$ cat src/uer_pkg.sv
`timescale 1ns / 1ps
// Shared types and constants of the ultrasonic echo ranger.
// No dependencies.
package uer_pkg;

    // Measurement sequencer, one-hot
    typedef enum logic [4:0] {
        PH_IDLE      = 5'b00001,
        PH_TRIG_LOW  = 5'b00010,
        PH_TRIG_HIGH = 5'b00100,
        PH_WAIT_RISE = 5'b01000,
        PH_MEASURE   = 5'b10000
    } t_phase;

    typedef enum logic [1:0] {
        ST_NONE     = 2'd0,
        ST_VALID    = 2'd1,
        ST_RANGE    = 2'd2,
        ST_DISABLED = 2'd3
    } t_status;

    // Register indexes on the configuration channel
    localparam logic [7:0] REG_MAX_RANGE = 8'd0;
    localparam logic [7:0] REG_ENABLE    = 8'd1;

    localparam int RANGE_W = 10;
    localparam int COUNT_W = 17;
    localparam int LIMIT_W = 16;  // largest timeout is 60177 us
    localparam int DIST_W  = 21;
    localparam int SCALED_W = 26; // max range * 58824 + 500 < 2^26

    // timeout = (max range * 58824 + 500) / 1000; the divide by 1000 is a
    // multiply by ceil(2^36 / 1000) and a shift by 36, exact below 2.6e8
    localparam logic [15:0]  TMO_SCALE = 16'd58824;
    localparam logic [9:0]   TMO_ROUND = 10'd500;
    localparam logic [26:0]  RECIP_1000 = 27'd68719477;
    localparam int           RECIP_SHIFT = 36;

    // Reset timeout pipeline values for a max range of 400 cm
    localparam logic [SCALED_W-1:0] SCALED_RST = 26'd23530100;
    localparam logic [LIMIT_W-1:0]  LIMIT_RST  = 16'd23530;

endpackage

$ cat src/ultrasonic_echo_ranger.sv
`timescale 1ns / 1ps
// Top level of the ultrasonic echo ranger: trigger sequencer, echo timer and timeout.
// Depends on uer_pkg.
//
//  channel   dir   handshake                     payload
//  s_axis    in    s_axis_tvalid/s_axis_tready   tdata[7:0]: start_request, echo_level
//  m_axis    out   m_axis_tvalid/m_axis_tready   tdata[31:0]: trigger_level, busy_res,
//                                                done_res, status[1:0], distance_mcm[20:0]
//  cfg       in    i_cfg_valid/o_cfg_ready       i_cfg_index[7:0], i_cfg_data[9:0]
//
// One beat in and one beat out per cycle while m_axis_tready is high; each tick beat goes
// through an input register and a result register, which hold it while the output stalls.
// The sequencer update for one tick is combinational logic; the echo timer increment and
// the timeout compare set that path. A max range write reaches the timeout compare via
// the multiply registers r_scaled and r_limit, in time for the first tick beat after it.
// Reset (synchronous, active low) returns the sequencer to idle, the max range to 400 and
// disables the sensor. A stalled result holds in the output register while one more
// tick beat waits in the input register; s_axis_tready drops only when both are full.
module ultrasonic_echo_ranger
    import uer_pkg::*;
#(
    parameter int TRIG_LOW_TICKS  = 2,
    parameter int TRIG_HIGH_TICKS = 10
) (
    input  logic        i_clk,
    input  logic        i_rst_n,
    // tick stream
    input  logic        s_axis_tvalid,
    output logic        s_axis_tready,
    input  logic [7:0]  s_axis_tdata,   // [0] start_request, [1] echo_level, rest zero
    // result stream
    output logic        m_axis_tvalid,
    input  logic        m_axis_tready,
    output logic [31:0] m_axis_tdata,   // [0] trigger_level, [1] busy_res, [2] done_res,
                                        // [4:3] status, [25:5] distance_mcm, rest zero
    // configuration writes
    input  logic        i_cfg_valid,
    output logic        o_cfg_ready,
    input  logic [7:0]  i_cfg_index,
    input  logic [RANGE_W-1:0] i_cfg_data
);

    localparam logic [COUNT_W-1:0] LOW_END  = COUNT_W'(TRIG_LOW_TICKS);
    localparam logic [COUNT_W-1:0] HIGH_END = COUNT_W'(TRIG_HIGH_TICKS);

    // ------------------------------------------------------------------
    // Configuration and timeout pipeline
    // ------------------------------------------------------------------
    logic                 r_enable;
    logic [SCALED_W-1:0]  r_scaled;
    logic [LIMIT_W-1:0]   r_limit;
    logic [SCALED_W+26:0] w_recip_prod;
    logic                 w_cfg_wr;

    assign o_cfg_ready = 1'b1;
    assign w_cfg_wr    = i_cfg_valid & o_cfg_ready;
    assign w_recip_prod = (SCALED_W + 27)'(r_scaled) * (SCALED_W + 27)'(RECIP_1000);

    always_ff @(posedge i_clk) begin
        if (!i_rst_n) begin
            r_enable <= 1'b0;
            r_scaled <= SCALED_RST;
            r_limit  <= LIMIT_RST;
        end else begin
            if (w_cfg_wr && i_cfg_index == REG_MAX_RANGE) begin
                r_scaled <= SCALED_W'(i_cfg_data) * SCALED_W'(TMO_SCALE)
                          + SCALED_W'(TMO_ROUND);
            end
            if (w_cfg_wr && i_cfg_index == REG_ENABLE) begin
                r_enable <= i_cfg_data[0];
            end
            r_limit <= w_recip_prod[RECIP_SHIFT +: LIMIT_W];
        end
    end

    // ------------------------------------------------------------------
    // Input register and output register handshake
    // ------------------------------------------------------------------
    logic       r_in_vld;
    logic [1:0] r_in_data;      // [0] start, [1] echo
    logic       r_out_vld;
    logic [31:0] r_out_data;
    logic       w_out_free;
    logic       w_advance;

    assign w_out_free    = !r_out_vld || m_axis_tready;
    assign w_advance     = r_in_vld && w_out_free;
    assign s_axis_tready = !r_in_vld || w_out_free;

    always_ff @(posedge i_clk) begin
        if (!i_rst_n) begin
            r_in_vld  <= 1'b0;
            r_out_vld <= 1'b0;
        end else begin
            if (s_axis_tready) begin
                r_in_vld <= s_axis_tvalid;
            end
            if (w_out_free) begin
                r_out_vld <= r_in_vld;
            end
        end
    end

    // ------------------------------------------------------------------
    // Sequencer state
    // ------------------------------------------------------------------
    t_phase               r_phase, n_phase;
    logic [COUNT_W-1:0]   r_count, n_count;
    logic                 r_echo_prev;
    logic [DIST_W-1:0]    r_dist, n_dist;
    logic                 n_trig, n_done;
    t_status              n_status;
    t_phase               w_phase_cur;
    logic                 w_start, w_echo, w_rise;
    logic [COUNT_W-1:0]   w_count_inc;
    logic [DIST_W-1:0]    w_count_x17;

    assign w_start = r_in_data[0];
    assign w_echo  = r_in_data[1];
    assign w_rise  = w_echo && !r_echo_prev;
    assign w_count_x17 = (DIST_W'(r_count) << 4) + DIST_W'(r_count);

    always_comb begin
        // an undefined phase code behaves as idle
        case (r_phase)
            PH_IDLE, PH_TRIG_LOW, PH_TRIG_HIGH, PH_WAIT_RISE, PH_MEASURE: begin
                w_phase_cur = r_phase;
            end
            default: begin
                w_phase_cur = PH_IDLE;
            end
        endcase

        n_phase  = w_phase_cur;
        n_count  = r_count;
        n_dist   = r_dist;
        n_trig   = 1'b0;
        n_done   = 1'b0;
        n_status = ST_NONE;

        // start from idle: arm the trigger, or report disabled right away
        if (w_phase_cur == PH_IDLE && w_start) begin
            if (r_enable) begin
                n_phase = PH_TRIG_LOW;
                n_count = '0;
            end else begin
                n_done   = 1'b1;
                n_status = ST_DISABLED;
            end
        end

        w_count_inc = n_count + COUNT_W'(1);

        case (n_phase)
            PH_TRIG_LOW: begin
                n_count = w_count_inc;
                if (w_count_inc >= LOW_END) begin
                    n_phase = PH_TRIG_HIGH;
                    n_count = '0;
                end
            end
            PH_TRIG_HIGH: begin
                n_trig  = 1'b1;
                n_count = w_count_inc;
                if (w_count_inc >= HIGH_END) begin
                    n_phase = PH_WAIT_RISE;
                    n_count = '0;
                end
            end
            PH_WAIT_RISE: begin
                // the rising tick is the first high tick of the echo
                if (w_rise) begin
                    n_phase = PH_MEASURE;
                    n_count = COUNT_W'(1);
                end else begin
                    n_count = w_count_inc;
                end
                if (n_count > COUNT_W'(r_limit)) begin
                    n_phase  = PH_IDLE;
                    n_count  = '0;
                    n_done   = 1'b1;
                    n_status = ST_RANGE;
                    n_dist   = '0;
                end
            end
            PH_MEASURE: begin
                if (!w_echo) begin
                    n_dist   = w_count_x17;
                    n_phase  = PH_IDLE;
                    n_count  = '0;
                    n_done   = 1'b1;
                    n_status = ST_VALID;
                end else if (w_count_inc > COUNT_W'(r_limit)) begin
                    n_phase  = PH_IDLE;
                    n_count  = '0;
                    n_done   = 1'b1;
                    n_status = ST_RANGE;
                    n_dist   = '0;
                end else begin
                    n_count = w_count_inc;
                end
            end
            default: begin
                // idle: hold
            end
        endcase
    end

    always_ff @(posedge i_clk) begin
        if (!i_rst_n) begin
            r_phase     <= PH_IDLE;
            r_count     <= '0;
            r_echo_prev <= 1'b0;
            r_dist      <= '0;
        end else if (w_advance) begin
            r_phase     <= n_phase;
            r_count     <= n_count;
            r_echo_prev <= w_echo;
            r_dist      <= n_dist;
        end
    end

    // payload registers: load on accept, hold while stalled
    always_ff @(posedge i_clk) begin
        if (s_axis_tready && s_axis_tvalid) begin
            r_in_data <= s_axis_tdata[1:0];
        end
        if (w_advance) begin
            r_out_data <= {6'b0, n_dist, n_status, n_done,
                           (n_phase != PH_IDLE), n_trig};
        end
    end

    assign m_axis_tvalid = r_out_vld;
    assign m_axis_tdata  = r_out_data;

    // ------------------------------------------------------------------
    // Assertions
    // ------------------------------------------------------------------
    a_status_with_done: assert property (@(posedge i_clk) disable iff (!i_rst_n)
        m_axis_tvalid |-> (m_axis_tdata[2] == (m_axis_tdata[4:3] != ST_NONE)))
        else $error("status and done disagree");

    a_trig_only_busy: assert property (@(posedge i_clk) disable iff (!i_rst_n)
        (m_axis_tvalid && m_axis_tdata[0]) |-> m_axis_tdata[1])
        else $error("trigger high outside a measurement");

    a_in_hold: assert property (@(posedge i_clk) disable iff (!i_rst_n)
        (r_in_vld && !w_out_free) |=> (r_in_vld && $stable(r_in_data)))
        else $error("pending tick beat lost while output stalled");

    a_state_hold: assert property (@(posedge i_clk) disable iff (!i_rst_n)
        !w_advance |=> ($stable(r_phase) && $stable(r_count) && $stable(r_dist)))
        else $error("sequencer moved without a tick beat");

endmodule
$ cat config.mk
export PLATFORM = sky130hd
export DESIGN_NAME = ultrasonic_echo_ranger
export DESIGN_NICKNAME = d
export VERILOG_FILES = /design/src/uer_pkg.sv /design/src/ultrasonic_echo_ranger.sv
export SDC_FILE = /design/constraint.sdc
export NUM_CORES = 1
export LEC_CHECK = 0
export ABC_AREA = 1
export BUFFER_PORTS_ARGS = -buffer_cell sky130_fd_sc_hd__buf_2
export CORE_MARGIN = 2
export CORE_UTILIZATION = 65
export CTS_BUF_LIST = sky130_fd_sc_hd__clkbuf_8 sky130_fd_sc_hd__clkbuf_16
export DETAILED_ROUTE_END_ITERATION = 8
export GPL_TIMING_DRIVEN = 0
export HOLD_SLACK_MARGIN = 0.05
export PLACE_DENSITY = 0.83
export SYNTH_ARGS = -nofsm -noshare
export SYNTH_HDL_FRONTEND = slang
export SYNTH_SLANG_ARGS = --single-unit
$ cat constraint.sdc
create_clock -name i_clk -period 19.01 [get_ports i_clk]
set_input_delay 0.9505 -clock i_clk [delete_from_list [all_inputs] [get_ports i_clk]]
set_output_delay 0.9505 -clock i_clk [all_outputs]
set_load 0.005 [all_outputs]
# ---- Word level (Yosys, flattened, before mapping)
# Cells that the tools add are included.
# W data, S select, Z words.
dict set report word_totals {
  ff_bits 117
  input_bits 31
  output_inout_bits 35
  elab_cells 82
}
dict set report op_classes {
  addsub 3
  multipliers 2
  n_lt_le_gt_ge 4
  eq_ne 12
  muxes 37
  n_reduce_logical 13
}
# cell count
set op_table {}
lappend op_table {{$mux W17} 9}
lappend op_table {{$pmux W17 S4} 1}
lappend op_table {{$mux W21} 3}
lappend op_table {{$mul A26 B27 Y52 const B} 1}
lappend op_table {{$mux W5} 9}
lappend op_table {{$pmux W21 S2} 1}
lappend op_table {{$gt A17 B16 Y1} 2}
lappend op_table {{$add A26 B9 Y26 const B} 1}
lappend op_table {{$mul A10 B13 Y23 const B} 1}
lappend op_table {{$add A21 B17 Y21} 1}
lappend op_table {{$pmux W5 S4} 1}
lappend op_table {{$add A17 B1 Y17 const B} 1}
lappend op_table {{$ge A17 B2 Y1 const B} 1}
lappend op_table {{$ge A17 B4 Y1 const B} 1}
lappend op_table {{$eq A5 B1 Y1 const B} 2}
lappend op_table {{$eq A5 B2 Y1 const B} 2}
lappend op_table {{$eq A5 B3 Y1 const B} 2}
lappend op_table {{$eq A5 B4 Y1 const B} 2}
lappend op_table {{$eq A5 B5 Y1 const B} 2}
lappend op_table {{$mux W2} 5}
lappend op_table {{$eq A8 B1 Y1 const B} 1}
lappend op_table {{$logic_not A8 Y1} 1}
lappend op_table {{$logic_and A1 B1 Y1} 6}
lappend op_table {{$mux W1} 6}
lappend op_table {{6 further kinds} 9}

# ---- Logic depth before layout (Yosys ltp)
dict set report logic_depth {
  ltp_word 13
  ltp_mapped 37
  ltp_nobuf 34
}

# ---- Worst setup path before layout
# No wires, ideal clock.
dict set report synth_path {
  kind {register -> register}
  from {register r_scaled[20]}
  to {register r_limit[14]}
  setup_ns 0.063
  arrival_ns 6.219
  required_time_ns 18.947
  path_slack_ns 12.727
  path_stages_with_launch 26
  n_path_buf 0
  synth_period_minus_slack_ns 6.283
  path_cell_list {dfxtp_1 > inv_1 > fa_1 > inv_1 > fa_1 > inv_1 > fa_1 > fa_1 > inv_1 > fa_1 > fa_1 > fa_1 > ha_1 > nand2_1 > nor2_1 > nand2_1 > nor4_1 > nand4_1 > o211ai_1 > nand2_1 > o211ai_1 > nand3_1 > nand2_1 > a41oi_1 > or2_2 > nand3_1}
}
dict set report synth_via {
  elab_chain_len 1
}
# item line
set synth_rtl {}
lappend synth_rtl {{start: declaration} ultrasonic_echo_ranger.sv:50} ;# logic [SCALED_W-1:0] r_scaled;
lappend synth_rtl {{start signal: assignment} ultrasonic_echo_ranger.sv:66} ;# r_scaled <= SCALED_W'(i_cfg_data) * SCALED_W'(TMO_SCALE)
lappend synth_rtl {{$mul A26 B27 Y52} ultrasonic_echo_ranger.sv:57} ;# assign w_recip_prod = (SCALED_W + 27)'(r_scaled) * (SCALED_W + 27)'(RECIP_1000);
lappend synth_rtl {{end signal: assignment} ultrasonic_echo_ranger.sv:72} ;# r_limit <= w_recip_prod[RECIP_SHIFT +: LIMIT_W];
lappend synth_rtl {{end: declaration} ultrasonic_echo_ranger.sv:51} ;# logic [LIMIT_W-1:0] r_limit;
# Every way passes these cells.
# A chain may end at the register's enable or synchronous reset.

# ---- Final worst setup path
# Ends and elaborated chain as after synthesis.

==> run_results.csv <==
group,metric,value,unit
clock_tree,hold_buffers,0,
outcome,outcome,"complete, no violations",
worst_setup_path,cp.required,19370,ps
min_path,min_path_type,"flip-flop to flip-flop",
final_layout,stdcell_area,20800,sq um
final_layout,layout_commonest_cell,"inv_1",
clock_tree,cts_tree,"yes",
floorplanning,die_h,177,um
clock_tree,cts_max_level,4,
power,switching_share,45.6,%
clock_tree,path_clk_slew,60,ps
floorplanning,dieArea,31300,sq um
final_layout,insertedDiodeCount,0,
worst_setup_path,cp_top_family,"adder cells",
final_layout,final_nets,3130,
synth,postSynth.asyncResetShare,0,%
global_route,grt_overflow,0,
synth,synth_top_area_cell,"ha_1",
worst_setup_path,crit_buf_inv,4,
synth,yosysWarnings,0,
routing,drt-vias-per-instance,5.69,
worst_setup_path,cp.arrival,7800,ps
clock_tree,cts.sinks,114,
synth,yosysUniqueCellTypes,49,
clock_tree,cts-resized-gates,0,
timing,clock_skew,12.0,ps
worst_setup_path,critPathLaunchType,"flip-flop",
worst_setup_path,cp-end-kind,"flip-flop",
placed_design,place_area,20200,sq um
synth,synth_cells,2422,
synth,syn_area_per_cell,8.03,sq um
timing,setup_viol,0,
worst_setup_path,critPathSlowestCell,"dfxtp_1",
clock_tree,ctsRootBufferMaster,"clkbuf_16",
clock_tree,postCtsSetupRepairBufs,0,
global_route,grtUsageTotal,33.9,%
worst_setup_path,reg2regPathDepth,25,
routing,initialDrtViolationCount,1200,
power,intPower,720,uW
clock_tree,numCtsBuffers,17,
timing,tns,0,ps
power,sequentialPowerShare,20.6,%
synth,synth_edf_count,28,
timing,fmax,134,MHz
power,peakVddDrop,0.0775,mV
routing,ant_nets,0,
timing,timing.final.crit_share,39.2,%
synth,synth_top_area_share,24.0,%
worst_setup_path,worstSetupPathType,"flip-flop to flip-flop",
power,clock_power_share,25.4,%
floorplanning,core_area,29600,sq um
placed_design,portBuffers,52,
clock_tree,cts_buffer_depth,2,
timing,fin_crit,7440,ps
synth,ys_seq_area_share,13.2,%
global_route,antenna_found_initial,0,
global_route,grt_max_degree,36,
routing,drc,0,
synth,synthFlopType,"dfxtp_1",
power,powerDensity,63.6,nW/um^2
routing,drt_pass1_iterations,7,
routing,routedWlPerCell,17.5,um
floorplanning,io_pins,66,
floorplanning,start_util,65.8,%
floorplanning,fp-row-count,63,
timing,rsz0062_at_grt,"no",
worst_setup_path,worstPathMaxFanout,8,
power,power.share.combinational,54.0,%
floorplanning,die_w,177,um
placed_design,hpwl,42700,um
global_route,first_global_vias,17051,
timing,hold_viol_final,0,
worst_setup_path,path_depth,25,
min_path,worstHoldPathCells,2,
power,p_sw,604,uW
clock_tree,clock_latency,440,ps
power,p_leak,11.2,nW
synth,netlist_area,19500,sq um
final_layout,drive_gt1_share,5.42,%
placed_design,gp_congestion,0.983,
placed_design,place_inst,2869,
worst_setup_path,cpPeakStageDelay,690,ps
routing,vias,16521,
synth,synth-seq-cells,114,
synth,synthTopCellsByArea,"ha_1 24%, fa_1 23%, inv_1 11%, dfxtp_1 8.9%, nand2_1 7.0%",
timing,slew_headroom,22.0,%
final_layout,finalNonFillerCells,2901,
global_route,grt_pass1_wl,83600,um
routing,wirelength,50800,um
timing,drv_slew,0,
run,cap_violations,0,
timing,worst_slew_pin_slew,1160,ps
final_layout,mostFrequentLayoutCells,"571 x inv_1, 373 x ha_1, 363 x nand2_1",
final_layout,syn2layout_area_growth,7.11,%
worst_setup_path,cp_common_cell,"fa_1",
==> per-layer routing <==
metal	routed length, um	share of wire [%]	track usage [%]
met5	0	0	0
met4	2670	5.3	17.4
met3	3380	6.6	5.99
met2	24700	49	57.7
met1	20100	40	41.3
==> power by group through the flow <==
stage | registers (mW) | logic (mW) | clock network (mW)
CTS | 0.272 | 0.705 | 0.336
global route | 0.274 | 0.814 | 0.345
global placement | 0.277 | 0.675 | 0
detailed placement | 0.277 | 0.700 | 0
floorplan | 0.275 | 0.543 | 0
finish | 0.272 | 0.715 | 0.337
==> synth_stat cells (25+ instances only) <==
library cell	number
ha_1	373
nand4_1	27
a21oi_1	157
nand2_1	363
clkbuf_1	31
o211ai_1	25
xor2_1	31
edfxtp_1	28
dfxtp_1	86
o21ai_0	107
fa_1	228
inv_1	571
nand3_1	96
nor2_1	148
==> path summary, 6_finish.rpt <==
kind / slack (ps) / to / from
setup / recovery: 11570 / r_limit[14]$_SDFF_PN1_ / r_scaled[20]$_SDFFE_PN0P_
hold / removal: 520 / m_axis_tvalid$_SDFFE_PN0P_ / m_axis_tvalid$_SDFFE_PN0P_
setup reg to reg: 11570 / r_limit[14]$_SDFF_PN1_ / r_scaled[20]$_SDFFE_PN0P_
hold reg to reg: 520 / m_axis_tvalid$_SDFFE_PN0P_ / m_axis_tvalid$_SDFFE_PN0P_
==> metrics by stage <==
step	util (%)	worst slack, ps	total power [mW]	hold slack (ps)
detailed placement	68.4	11750	0.978	514
global placement	68.4	11800	0.951	501
finish	70.5	11570	1.32	519
global route	70.5	11110	1.43	537
floorplan	-	12730	0.818	479
CTS	70.5	11650	1.31	524
==> registers in the layout, indices dropped and copies added (netlist names) <==
| name | flops |
|---|---|
| r_count | 17 |
| r_echo_prev | 1 |
| r_phase | 5 |
| m_axis_tvalid | 1 |
| r_scaled | 23 |
| m_axis_tdata | 26 |
| r_enable | 1 |
| r_limit | 16 |
| r_dist | 21 |
| r_in_data | 2 |
| r_in_vld | 1 |
==> cells by family after synthesis <==
group / after synthesis / share of synthesized area [%]
other cells: 2 / 0.0386
buf+inv: 624 / 12.4
fa+ha+maj: 601 / 47.5
xor+xnor: 42 / 1.89
simple gates: 698 / 15.4
flops: 114 / 13.2
compound gates: 341 / 9.72
==> final cells by class <==
class	instances	area (sq um)
multi-input combinational	1689	14500
fill	2314	8730
sequential	114	2560
inverter	580	2180
tap	390	488
clock buffer	17	425
timing repair buffer	52	260
buffer	44	226
clock inverter	15	189
==> worst reg2reg max path: stages (launching register included) <==
cell	delay, ps
dfxtp_1	690
inv_1	230
fa_1	570
inv_1	50
fa_1	470
inv_1	60
fa_1	530
fa_1	590
inv_1	70
fa_1	510
fa_1	520
fa_1	490
ha_1	360
nand2_1	90
nor2_1	200
nand2_1	80
nor4_1	300
nand4_1	140
o211ai_1	370
nand2_1	100
o211ai_1	150
nand3_1	100
nand2_1	150
a41oi_1	170
or2_2	310
nand3_1	80
No activity file was read; power rests on OpenSTA's default activity.
